===== config.mk =====
export PLATFORM = sky130hd
export DESIGN_NAME = velocity_command_pid_limiter
export DESIGN_NICKNAME = d
export VERILOG_FILES = /design/src/vcpl_pkg.sv /design/src/velocity_command_pid_limiter.sv /design/src/vcpl_cfg_regs.sv /design/src/vcpl_turn_pid.sv /design/src/vcpl_speed_limit.sv
export VERILOG_INCLUDE_DIRS = /design/src /design/src/src
export SDC_FILE = /design/constraint.sdc
export NUM_CORES = 2
export LEC_CHECK = 0
export BUFFER_PORTS_ARGS = -buffer_cell sky130_fd_sc_hd__buf_2
export CORE_UTILIZATION = 50
export DETAILED_ROUTE_END_ITERATION = 8
export PLACE_DENSITY = 0.68
export SETUP_SLACK_MARGIN = 0.2
export SLEW_MARGIN = 20
export SYNTH_ARGS = -nofsm -noshare
export SYNTH_HDL_FRONTEND = slang
export SYNTH_SLANG_ARGS = --single-unit

===== constraint.sdc =====
create_clock -name i_clk -period 17.5 [get_ports i_clk]
set_input_delay 1.75 -clock i_clk [delete_from_list [all_inputs] [get_ports i_clk]]
set_output_delay 1.75 -clock i_clk [all_outputs]
set_load 0.005 [all_outputs]

===== src/velocity_command_pid_limiter_defines.svh =====
// ----------------------------------------------------------------------------
// Assertion macros for the velocity command PID limiter
// Each macro places one concurrent assertion. It checks only in simulation
// and is empty when the code is synthesized.
// ----------------------------------------------------------------------------
`ifndef VELOCITY_COMMAND_PID_LIMITER_DEFINES_SVH
`define VELOCITY_COMMAND_PID_LIMITER_DEFINES_SVH

`ifndef SYNTHESIS
// Same-cycle implication, checked outside reset.
`define VCPL_ASSERT_IMP(lbl, clk, rst_n, ante, cons) \
    lbl: assert property (@(posedge clk) disable iff (!rst_n) (ante) |-> (cons)) \
        else $error("vcpl assertion failed");
// Next-cycle implication, checked outside reset.
`define VCPL_ASSERT_NEXT(lbl, clk, rst_n, ante, cons) \
    lbl: assert property (@(posedge clk) disable iff (!rst_n) (ante) |=> (cons)) \
        else $error("vcpl assertion failed");
`else
`define VCPL_ASSERT_IMP(lbl, clk, rst_n, ante, cons)
`define VCPL_ASSERT_NEXT(lbl, clk, rst_n, ante, cons)
`endif

`endif


===== src/vcpl_pkg.sv =====
// ----------------------------------------------------------------------------
// vcpl_pkg
// Shared types, codes and helpers of the velocity command PID limiter.
// ----------------------------------------------------------------------------
package vcpl_pkg;

    // Fraction bits of the gains and of the turn weight.
    localparam int GAIN_FRAC = 16;

    // Mode codes. Codes above stop act as stop.
    localparam logic [2:0] MODE_WANDER       = 3'd0;
    localparam logic [2:0] MODE_REACH        = 3'd1;
    localparam logic [2:0] MODE_ROTATE       = 3'd2;
    localparam logic [2:0] MODE_FINAL_ROTATE = 3'd3;
    localparam logic [2:0] MODE_STOP         = 3'd4;

    // Configuration register indexes.
    localparam logic [2:0] CFG_KP_GAIN      = 3'd0;
    localparam logic [2:0] CFG_KI_GAIN      = 3'd1;
    localparam logic [2:0] CFG_KD_GAIN      = 3'd2;
    localparam logic [2:0] CFG_BODY_RADIUS  = 3'd3;
    localparam logic [2:0] CFG_SPEED_LIMIT  = 3'd4;
    localparam logic [2:0] CFG_TURN_LIMIT   = 3'd5;
    localparam logic [2:0] CFG_TURN_WEIGHT  = 3'd6;

    // Reset values of the configuration registers.
    localparam logic [19:0] RST_KP_GAIN     = 20'd9830;
    localparam logic [19:0] RST_KI_GAIN     = 20'd2949;
    localparam logic [19:0] RST_KD_GAIN     = 20'd98;
    localparam logic [13:0] RST_BODY_RADIUS = 14'd1229;
    localparam logic [13:0] RST_SPEED_LIMIT = 14'd1229;
    localparam logic [13:0] RST_TURN_LIMIT  = 14'd2144;
    localparam logic [15:0] RST_TURN_WEIGHT = 16'd9830;

    typedef struct packed {
        logic [19:0] kp_gain;
        logic [19:0] ki_gain;
        logic [19:0] kd_gain;
        logic [13:0] body_radius;
        logic [13:0] speed_limit;
        logic [13:0] turn_limit;
        logic [15:0] turn_speed_weight;
    } t_cfg;

    // Divide by 2^GAIN_FRAC, rounding half up (floor of x + one half).
    function automatic logic signed [40-GAIN_FRAC:0] round_gain(
        input logic signed [40:0] x
    );
        logic signed [40:0] y;
        y = x + (41'sd1 <<< (GAIN_FRAC - 1));
        return y[40:GAIN_FRAC];
    endfunction

endpackage


===== src/velocity_command_pid_limiter.sv =====
// ----------------------------------------------------------------------------
// velocity_command_pid_limiter
// Per-tick turn PID with clamping and obstacle-limited forward speed command.
// ----------------------------------------------------------------------------
// Usage:
// The input channel (i_in_valid / o_in_ready) carries one word per control
// tick: mode, guide speed, guide turn rate and nearest path distance. The
// output channel (o_out_valid / i_out_ready) returns one word per input word:
// the limited forward speed command and the clamped turn command, in order.
// A word is taken into an input register, computed in one pass and written
// to an output register, from which its result is shown. One word per cycle
// is sustained while the receiver keeps i_out_ready high; the limit is the
// turn state feedback loop. When the receiver stalls, the result holds in
// the output register and one more word waits in the input register; then
// o_in_ready drops until the stall clears. Reset clears both registers'
// valid flags, zeroes the PID state and loads the register defaults.
// Configuration registers are written through i_cfg_we / i_cfg_index /
// i_cfg_data, by the user only while the block is idle; the block itself
// does not enforce this.
// ----------------------------------------------------------------------------
`include "velocity_command_pid_limiter_defines.svh"

module velocity_command_pid_limiter (
    input  logic                i_clk,
    input  logic                i_rst_n,
    // Input word channel.
    input  logic                i_in_valid,
    output logic                o_in_ready,
    input  logic [2:0]          i_mode,
    input  logic signed [15:0]  i_guide_speed,
    input  logic signed [15:0]  i_guide_turn,
    input  logic [17:0]         i_path_min_distance,
    // Result word channel.
    output logic                o_out_valid,
    input  logic                i_out_ready,
    output logic [13:0]         o_speed_command,
    output logic signed [14:0]  o_turn_command,
    // Configuration write port.
    input  logic                i_cfg_we,
    input  logic [2:0]          i_cfg_index,
    input  logic [19:0]         i_cfg_data
);

    vcpl_pkg::t_cfg w_cfg;

    // Input register.
    logic               r_in_vld;
    logic [2:0]         r_mode;
    logic signed [15:0] r_guide_speed;
    logic signed [15:0] r_guide_turn;
    logic [17:0]        r_path;

    // Output register.
    logic               r_out_vld;
    logic [13:0]        r_speed;
    logic signed [14:0] r_turn;

    logic               w_fire;
    logic signed [15:0] w_turn_prev;
    logic signed [14:0] w_turn_next;
    logic [13:0]        w_speed;

    // A word moves from the input register to the output register when the
    // output register is empty or is being emptied in this cycle. The PID
    // state is updated at the same edge, so the next word sees it at once.
    assign w_fire     = r_in_vld && (!r_out_vld || i_out_ready);
    assign o_in_ready = !r_in_vld || w_fire;

    vcpl_cfg_regs u_cfg (
        .i_clk       (i_clk),
        .i_rst_n     (i_rst_n),
        .i_cfg_we    (i_cfg_we),
        .i_cfg_index (i_cfg_index),
        .i_cfg_data  (i_cfg_data),
        .o_cfg       (w_cfg)
    );

    vcpl_turn_pid u_pid (
        .i_clk        (i_clk),
        .i_rst_n      (i_rst_n),
        .i_update     (w_fire),
        .i_mode       (r_mode),
        .i_guide_turn (r_guide_turn),
        .i_cfg        (w_cfg),
        .o_turn_prev  (w_turn_prev),
        .o_turn_next  (w_turn_next)
    );

    vcpl_speed_limit u_speed (
        .i_mode              (r_mode),
        .i_guide_speed       (r_guide_speed),
        .i_path_min_distance (r_path),
        .i_turn_prev         (w_turn_prev),
        .i_cfg               (w_cfg),
        .o_speed             (w_speed)
    );

    // Valid flags.
    always_ff @(posedge i_clk) begin
        if (!i_rst_n) begin
            r_in_vld  <= 1'b0;
            r_out_vld <= 1'b0;
        end else begin
            if (o_in_ready) begin
                r_in_vld <= i_in_valid;
            end
            if (w_fire) begin
                r_out_vld <= 1'b1;
            end else if (i_out_ready) begin
                r_out_vld <= 1'b0;
            end
        end
    end

    // Payload registers carry no reset.
    always_ff @(posedge i_clk) begin
        if (o_in_ready && i_in_valid) begin
            r_mode        <= i_mode;
            r_guide_speed <= i_guide_speed;
            r_guide_turn  <= i_guide_turn;
            r_path        <= i_path_min_distance;
        end
        if (w_fire) begin
            r_speed <= w_speed;
            r_turn  <= w_turn_next;
        end
    end

    assign o_out_valid     = r_out_vld;
    assign o_speed_command = r_speed;
    assign o_turn_command  = r_turn;

    // A word leaving the input register always shows up as a result.
    `VCPL_ASSERT_NEXT(a_fire_gives_result, i_clk, i_rst_n, w_fire, r_out_vld)
    // A shown turn command lies within the turn limit.
    `VCPL_ASSERT_IMP(a_turn_in_limit, i_clk, i_rst_n, r_out_vld,
        ($signed({r_turn[14], r_turn}) <= $signed({2'd0, w_cfg.turn_limit}))
        && ($signed({r_turn[14], r_turn}) >= -$signed({2'd0, w_cfg.turn_limit})))
    // A shown speed command never exceeds the speed limit.
    `VCPL_ASSERT_IMP(a_speed_in_limit, i_clk, i_rst_n, r_out_vld,
        r_speed <= w_cfg.speed_limit)

endmodule


===== src/vcpl_cfg_regs.sv =====
// ----------------------------------------------------------------------------
// vcpl_cfg_regs
// Configuration register file, written through a plain write port.
// ----------------------------------------------------------------------------
module vcpl_cfg_regs (
    input  logic                i_clk,
    input  logic                i_rst_n,
    input  logic                i_cfg_we,
    input  logic [2:0]          i_cfg_index,
    input  logic [19:0]         i_cfg_data,
    output vcpl_pkg::t_cfg      o_cfg
);

    vcpl_pkg::t_cfg r_cfg;

    always_ff @(posedge i_clk) begin
        if (!i_rst_n) begin
            r_cfg.kp_gain           <= vcpl_pkg::RST_KP_GAIN;
            r_cfg.ki_gain           <= vcpl_pkg::RST_KI_GAIN;
            r_cfg.kd_gain           <= vcpl_pkg::RST_KD_GAIN;
            r_cfg.body_radius       <= vcpl_pkg::RST_BODY_RADIUS;
            r_cfg.speed_limit       <= vcpl_pkg::RST_SPEED_LIMIT;
            r_cfg.turn_limit        <= vcpl_pkg::RST_TURN_LIMIT;
            r_cfg.turn_speed_weight <= vcpl_pkg::RST_TURN_WEIGHT;
        end else if (i_cfg_we) begin
            case (i_cfg_index)
                vcpl_pkg::CFG_KP_GAIN:     r_cfg.kp_gain           <= i_cfg_data;
                vcpl_pkg::CFG_KI_GAIN:     r_cfg.ki_gain           <= i_cfg_data;
                vcpl_pkg::CFG_KD_GAIN:     r_cfg.kd_gain           <= i_cfg_data;
                vcpl_pkg::CFG_BODY_RADIUS: r_cfg.body_radius       <= i_cfg_data[13:0];
                vcpl_pkg::CFG_SPEED_LIMIT: r_cfg.speed_limit       <= i_cfg_data[13:0];
                vcpl_pkg::CFG_TURN_LIMIT:  r_cfg.turn_limit        <= i_cfg_data[13:0];
                vcpl_pkg::CFG_TURN_WEIGHT: r_cfg.turn_speed_weight <= i_cfg_data[15:0];
                default: begin
                    // Writes to unused indexes are dropped.
                end
            endcase
        end
    end

    assign o_cfg = r_cfg;

endmodule


===== src/vcpl_turn_pid.sv =====
// ----------------------------------------------------------------------------
// vcpl_turn_pid
// Incremental PID on the turn command with clamping, holding the loop state.
// ----------------------------------------------------------------------------
module vcpl_turn_pid (
    input  logic                i_clk,
    input  logic                i_rst_n,
    input  logic                i_update,
    input  logic [2:0]          i_mode,
    input  logic signed [15:0]  i_guide_turn,
    input  vcpl_pkg::t_cfg      i_cfg,
    output logic signed [15:0]  o_turn_prev,
    output logic signed [14:0]  o_turn_next
);

    logic signed [15:0] r_turn_out;
    logic signed [15:0] r_target;
    logic signed [17:0] r_err_prev;
    logic signed [17:0] r_err_prev2;

    logic signed [15:0] w_target;
    logic signed [17:0] w_e0;
    logic signed [18:0] w_dp;
    logic signed [19:0] w_dd;
    logic signed [39:0] w_pp;
    logic signed [38:0] w_pi;
    logic signed [40:0] w_pd;
    logic signed [40:0] w_sum;
    logic signed [24:0] w_delta;
    logic signed [25:0] w_turn;
    logic signed [25:0] w_lim;
    logic signed [25:0] w_clamped;

    always_comb begin
        case (i_mode)
            vcpl_pkg::MODE_WANDER,
            vcpl_pkg::MODE_ROTATE:       w_target = i_guide_turn;
            vcpl_pkg::MODE_FINAL_ROTATE: w_target = r_target;
            default:                     w_target = '0;
        endcase
    end

    assign w_e0 = {{2{w_target[15]}}, w_target} - {{2{r_turn_out[15]}}, r_turn_out};
    assign w_dp = {w_e0[17], w_e0} - {r_err_prev[17], r_err_prev};
    assign w_dd = {{2{w_e0[17]}}, w_e0} - {r_err_prev[17], r_err_prev, 1'b0}
                + {{2{r_err_prev2[17]}}, r_err_prev2};

    // Three gain products side by side, summed and rounded once.
    assign w_pp  = $signed({1'b0, i_cfg.kp_gain}) * w_dp;
    assign w_pi  = $signed({1'b0, i_cfg.ki_gain}) * w_e0;
    assign w_pd  = $signed({1'b0, i_cfg.kd_gain}) * w_dd;
    assign w_sum = {w_pp[39], w_pp} + {{2{w_pi[38]}}, w_pi} + w_pd;
    assign w_delta = vcpl_pkg::round_gain(w_sum);

    assign w_turn = {{10{r_turn_out[15]}}, r_turn_out} + {w_delta[24], w_delta};
    assign w_lim  = {12'd0, i_cfg.turn_limit};

    always_comb begin
        if (w_turn >= w_lim) begin
            w_clamped = w_lim;
        end else if (w_turn <= -w_lim) begin
            w_clamped = -w_lim;
        end else begin
            w_clamped = w_turn;
        end
    end

    always_ff @(posedge i_clk) begin
        if (!i_rst_n) begin
            r_turn_out  <= '0;
            r_target    <= '0;
            r_err_prev  <= '0;
            r_err_prev2 <= '0;
        end else if (i_update) begin
            r_turn_out  <= w_clamped[15:0];
            r_target    <= w_target;
            r_err_prev2 <= r_err_prev;
            r_err_prev  <= w_e0;
        end
    end

    assign o_turn_prev = r_turn_out;
    assign o_turn_next = w_clamped[14:0];

endmodule


===== src/vcpl_speed_limit.sv =====
// ----------------------------------------------------------------------------
// vcpl_speed_limit
// Forward speed command: target less radius and turn loss, then clamped.
// ----------------------------------------------------------------------------
module vcpl_speed_limit (
    input  logic [2:0]          i_mode,
    input  logic signed [15:0]  i_guide_speed,
    input  logic [17:0]         i_path_min_distance,
    input  logic signed [15:0]  i_turn_prev,
    input  vcpl_pkg::t_cfg      i_cfg,
    output logic [13:0]         o_speed
);

    logic signed [15:0] w_target;
    logic signed [18:0] w_free;
    logic signed [18:0] w_prot;
    logic signed [15:0] w_abs_full;
    logic [14:0]        w_abs;
    logic [30:0]        w_wprod;
    logic signed [24:0] w_wround;
    logic signed [18:0] w_speed;
    logic signed [18:0] w_lim;
    logic signed [18:0] w_s1;
    logic signed [18:0] w_s2;
    logic signed [18:0] w_s3;

    always_comb begin
        case (i_mode)
            vcpl_pkg::MODE_WANDER,
            vcpl_pkg::MODE_ROTATE: w_target = i_guide_speed;
            default:               w_target = '0;
        endcase
    end

    assign w_free = $signed({1'b0, i_path_min_distance}) - $signed({5'd0, i_cfg.body_radius});
    assign w_prot = w_free[18] ? '0 : w_free;

    // The turn loss uses the turn command from before this word's update.
    assign w_abs_full = i_turn_prev[15] ? -i_turn_prev : i_turn_prev;
    assign w_abs      = w_abs_full[14:0];
    assign w_wprod    = w_abs * i_cfg.turn_speed_weight;
    assign w_wround   = vcpl_pkg::round_gain($signed({10'd0, w_wprod}));

    assign w_speed = {{3{w_target[15]}}, w_target} - $signed({5'd0, i_cfg.body_radius})
                   - $signed({4'd0, w_wround[14:0]});
    assign w_lim   = $signed({5'd0, i_cfg.speed_limit});

    assign w_s1 = (w_speed >= w_lim)  ? w_lim  : w_speed;
    assign w_s2 = (w_s1    >= w_prot) ? w_prot : w_s1;
    assign w_s3 = w_s2[18] ? '0 : w_s2;

    assign o_speed = w_s3[13:0];

endmodule


---- After elaboration in Yosys (flattened, before gate mapping) ----
Cells that the tools add are included.
storage, ports and cells
  word-level logic and storage cells ...... 76
  register bits after elaboration ......... 268
  output and inout port bits .............. 31
operators by class
  multipliers ............................. 4
  $lt $le $gt $ge ......................... 4
  eq/ne operators ......................... 8
  mux-type cells .......................... 10
  add/sub/neg operators ................... 14
  reductions and logical operators ........ 17
operator list
  cell                      count
  $mux W16                  3
  $add A40 B39 Y41          1
  $add A41 B17 Y41 const B  1
  $add A41 B41 Y41          1
  $mul A21 B20 Y41          1
  $mul A21 B19 Y40          1
  $mul A21 B17 Y38          1
  $mux W19                  2
  $pmux W16 S2              1
  $add A31 B16 Y31 const B  1
  $mul A15 B16 Y31          1
  $add A16 B25 Y26          1
  $ge A26 B15 Y1            1
  $le A26 B26 Y1            1
  $neg A14 Y26              1
  $add A19 B17 Y20          1
  $ge A19 B15 Y1            1
  $ge A19 B19 Y1            1
  $sub A17 B18 Y19          1
  $sub A18 B14 Y19          1
  $sub A19 B15 Y19          1
  $mux W18                  1
  $sub A17 B17 Y18          1
  $sub A16 B15 Y17          1
  14 further kinds          30

---- Depth between registers and ports, before layout ----
  depth after elaboration ................. 13
  gate-level depth with buffers ........... 83
  gate-level depth less buffers ........... 78

---- Modules after synthesis ----
Synthesis repeated with hierarchy kept, for this count alone.
second synthesis, totals
  cells, all modules ...................... 7,176
  area, all modules ....................... 64,554.4 µm²
modules (own cells, without submodules)
  module                        cells an instance  area each (µm²)  instances
  vcpl_turn_pid                 5,237              45,966.6         1
  vcpl_speed_limit              1,421              11,524.8         1
  vcpl_cfg_regs                 427                4,496.8          1
  velocity_command_pid_limiter  91                 2,566.2          1

---- Least setup slack after synthesis ----
No wires, ideal clock.
  path type ............................... flip-flop to flip-flop
  start ................................... register r_mode[2]
  end ..................................... register r_turn[3] (netlist: o_turn_command[3]) (data pin)
  path slack .............................. 58 ps
  data required time ...................... 17,240 ps
  cell stages (with the launch flop) ...... 68
  arrival ................................. 17,182 ps
  cell sequence ........................... edfxtp_1 nor2_1 clkbuf_1 a22o_1 ha_1 nor2b_1 o21ai_0 a21boi_1 o41a_1 a311oi_1 or2_2 o21ai_0 o311ai_1 clkbuf_1 nand2_1 fa_1 fa_1 inv_1 (+32 left out) ha_1 and3_1 a31oi_1 a21oi_1 o2111a_1 or3_1 and2_1 ha_1 a2111oi_0 o21ai_0 a2111oi_0 o21ai_0 and2_1 clkbuf_1 clkbuf_1 nand2_1 o21ai_0 mux2_4
on the way
  cells in the longest elaborated chain, start to end .. 13
  elaborated cells on any way between the ends .. 20
  classes of those cells .................. add/sub: 8; mul: 3; order compare: 2; eq/ne: 2; mux: 3; reduce/logical: 2
RTL lines
  element                                               line                                      RTL
  start: declaration                                    velocity_command_pid_limiter.sv:48        logic [2:0] r_mode;
  start signal: assignment                              velocity_command_pid_limiter.sv:118       r_mode <= i_mode;
  $eq A3 B2 Y1 or $logic_not A3 Y1 (tied branches)      vcpl_turn_pid.sv:35                       case (i_mode)
  $reduce_or A2 Y1                                      vcpl_turn_pid.sv:35
  $pmux W16 S2 (*)                                      vcpl_turn_pid.sv:35
  named net u_pid.w_target[1]                           vcpl_turn_pid.sv:21                       logic signed [15:0] w_target;
  $sub A16 B16 Y17 (*)                                  vcpl_turn_pid.sv:43                       assign w_e0 = {{2{w_target[15]}}, w_target} - {{2{r_turn_out[15]}}, r_turn_out};
  $sub A17 B17 Y18 or $sub A17 B18 Y19 (tied branches)  vcpl_turn_pid.sv:44, vcpl_turn_pid.sv:45
  $mul A21 B19 Y40 or $add A19 B17 Y20 (tied branches)  vcpl_turn_pid.sv:49, vcpl_turn_pid.sv:46
  $add A40 B39 Y41 or $mul A21 B20 Y41 (tied branches)  vcpl_turn_pid.sv:52, vcpl_turn_pid.sv:51
  $add A41 B41 Y41 (*)                                  vcpl_turn_pid.sv:52                       assign w_sum = {w_pp[39], w_pp} + {{2{w_pi[38]}}, w_pi} + w_pd;
  $add A41 B17 Y41 (*)                                  vcpl_pkg.sv:50                            y = x + (41'sd1 <<< (GAIN_FRAC - 1));
  $add A16 B25 Y26 (*)                                  vcpl_turn_pid.sv:55                       assign w_turn = {{10{r_turn_out[15]}}, r_turn_out} + {w_delta[24], w_delta};
  $le A26 B26 Y1                                        vcpl_turn_pid.sv:61                       end else if (w_turn <= -w_lim) begin
  $mux W16                                              vcpl_turn_pid.sv:61
  $mux W16 (*)                                          vcpl_turn_pid.sv:59                       if (w_turn >= w_lim) begin
  named net u_pid.o_turn_next[3]                        vcpl_turn_pid.sv:13                       output logic signed [14:0] o_turn_next
  end signal: assignment                                velocity_command_pid_limiter.sv:125       r_turn <= w_turn_next;
  end: declaration                                      velocity_command_pid_limiter.sv:56        logic signed [14:0] r_turn;
Mark *: on every way through the listed nets, which the timed path passes. The rest lies on a longest branch.
A chain may end at the register's enable or synchronous reset.

---- Worst setup path in the final report ----
  start ................................... register r_mode[0]
  end ..................................... register r_turn[11] (netlist: o_turn_command[11]) (data pin)
Same word-level chain as after synthesis.

==> metrics.txt <==
final hold viol count 0; Synth Instances 7,323; DRT Pass-1 Iters 6; starting density of the core 50.3%; GRT Overall Usage between 20% and 30%; outcome finished, final reports clean; final setup fails 0; crit path capture type register; number of H-tree levels 1; Post-Syn Nets ~9,300; Die Width around 360 um; Worst slew margin slightly above 20%; CTS Buffer Depth 3; CTS root buf clkbuf_16; most frequent CP cell fa_1; worst setup path category reg -> reg; Synth area leaders fa_1, ha_1, inv_1; Synth Warn # 0; Worst Path Required about 18 ns; Startpoint Class register; number of global-route vias before repair between 50,000 and 60,000; period utilisation layout 97.0%; Min-Delay Endpoint u_cfg.o_cfg[61]; P&R area growth vs syn 10.3%; internal reg-to-reg setup slack ~0.53 ns; Worst Tran Pin Value ~1.2 ns; Max Clock Skew about 0.034 ns; die area around 130,000 um^2; clock slew at reported path FFs ~0.06 ns; # rows between 100 and 150; WP data arrival between 15 and 20 ns; Post-synth top cells inv_1, nand2_1, fa_1; Synth Flop Type dfxtp_1; Clk Latency, worst-skew pair 0.65 ns; post-synth cell types between 90 and 100; r2r endpoint o_turn_command[11]; clk sinks 268; post-synthesis sequential element count approximately 270; Max-Cap Viols 0; CP max stage cell or4_4; CTS tree yes; Final min period roughly 17 ns; post-DR vias/cell 5.46; syn_area_per_cell a little under 9 um^2; hold path depth 2; CTS Hold Bufs 0; Synth top area share approximately 37%; RSZ-0062 raised after global routing true; most numerous cell in the Yosys netlist inv_1; Top Ports between 100 and 150; FFs w/ async S/R, synth 0%; Layout Nets roughly 9,500; Netlist Area Pre-Place between 60,000 and 70,000 um^2; Reg-to-Reg Start r_mode[0]; Post-synth EDFFs around 80; register area share after synthesis around a tenth; CP max FO 4; DRC violations left 0; final WL 182 mm; slowest stage delay, CP 0.55 ns; Fmax achieved a little under 60 MHz; wire length per cell 19.7 um; Slew Limit Fails 0; worst r2r path cells 70; DPL Wire Length 148 mm; dominant cell type by area after synthesis fa_1; initial antenna violation count 15; number of port buffers around 110; GRT overflow 0; non-filler instance count after layout 9,236; Hold Path Origin u_cfg.o_cfg[61]; Iter 0 DRT Violations 3,191; largest net degree at the start of global routing around 110; core area approximately 130,000 um^2; placed cells just over 9,000; Fill cells around 11,000; Min-Delay Path Class reg -> reg; Antenna Nets Post-Route 0; RD Place Congestion between 0.9 and 1; layout cells sized above 1 10.5%; DR vias 50,401; Die H 360 um; global-route wire length before repair 293 mm; total CTS buffers 31
## sequential cells by signal, indices dropped and copies added, names as in the netlist, 3 cells and up
| signal | flops |
|---|---|
| o_speed_command | 14 |
| u_pid.o_turn_prev | 16 |
| r_mode | 3 |
| r_guide_turn | 16 |
| u_cfg.o_cfg | 118 |
| u_pid.r_err_prev | 17 |
| u_pid.r_target | 16 |
| u_pid.r_err_prev2 | 17 |
| r_guide_speed | 16 |
| o_turn_command | 15 |
| r_path | 18 |
## per-stage QoR
stage | hold slack (ns) | TNS (ns) | setup WS, ns | util, % | cell area (um^2)
3_3_place_gp | 0.452 | -0.465 | -0.131 | 53.8 | 68500
2_1_floorplan | 0.443 | 0 | 0.214 | - | 64100
4_1_cts | 0.469 | 0 | 0.201 | 54.8 | 69800
3_5_place_dp | 0.459 | -5.70 | -0.377 | 53.8 | 68500
5_1_grt | 0.485 | -0.643 | -0.106 | 55.5 | 70700
6_report | 0.468 | 0 | 0.531 | 55.5 | 70700
## what timing repair did
item,4_1_cts,5_1_grt
endpoints found under the setup margin,31,31
setup buffers,6,23
cloned,0,2
pin swaps,12,102
gates resized for setup,35,153
## worst max-delay path: cells and delay by family (launching register included)
| kind | cells | cell delay, ns |
|---|---|---|
| adder cells (fa/ha/maj) | 18 | 7.16 |
| AO/OA/AOI/OAI | 24 | 4.67 |
| AND/OR/NAND/NOR | 10 | 2.07 |
| buffers and inverters | 13 | 1.32 |
| multiplexers | 2 | 0.55 |
| XOR/XNOR | 3 | 0.51 |
| flip-flops | 1 | 0.42 |
## kinds of logic after synthesis
logic type	share of synthesized area [%]
AO/OA/AOI/OAI	8.21
multiplexers	0.927
flip-flops	9.65
adder cells (fa/ha/maj)	50.8
AND/OR/NAND/NOR	17.0
buffers and inverters	10.9
XOR/XNOR	2.44
## per-layer routing
layer / track usage (%) / wire length (um) / share of wire (%)
met4: 12.4 / 9900 / 5.5
met3: 4.42 / 12000 / 6.6
met1: 36.1 / 72400 / 40
met2: 48.7 / 87100 / 48
met5: 0 / 152 / 0.084
## layout by cell type, fill, tap and decap left out, types with 74 or more instances in the layout
master	Yosys	final
o21ai_0	99	74
inv_1	1516	1508
a21oi_1	130	112
nand3_1	128	126
ha_1	690	675
edfxtp_1	82	82
nor2b_1	102	101
nor2_1	209	198
and2_1	396	391
fa_1	1196	1193
buf_4	2	394
dfxtp_1	186	183
nand2b_1	103	102
a21boi_0	135	132
nand2_1	1199	1193
buf_2	7	110
xnor2_1	131	114
## how the worst max path moves through the flow
stage | startpoint | end | slack (ns) | cells past startpoint
floorplan | r_mode[0] | o_turn_command[3] | 0.21 | 71
global placement | r_mode[0] | o_turn_command[2] | -0.13 | 75
detailed placement | r_mode[0] | o_turn_command[2] | -0.38 | 69
CTS | r_mode[0] | o_turn_command[2] | 0.20 | 70
global route | r_mode[0] | o_turn_command[2] | -0.11 | 75
finish | r_mode[0] | o_turn_command[11] | 0.53 | 70
## final cells by class
class | instances | area [um^2] | area share (%)
multi-input cells | 5201 | 51800 | 73.3
clock buffers | 43 | 936 | 1.32
clock inverters | 15 | 145 | 0.205
diodes | 3 | 7.51 | 0.0106
inverters | 1518 | 5700 | 8.06
well taps | 1662 | 2080 | 2.94
repair buffers | 526 | 3790 | 5.37
flip-flops and latches | 268 | 6190 | 8.76
Power is left out: the tool's default activity adds up to more than one toggle a clock period on the data nets, which glitch-free logic cannot reach.
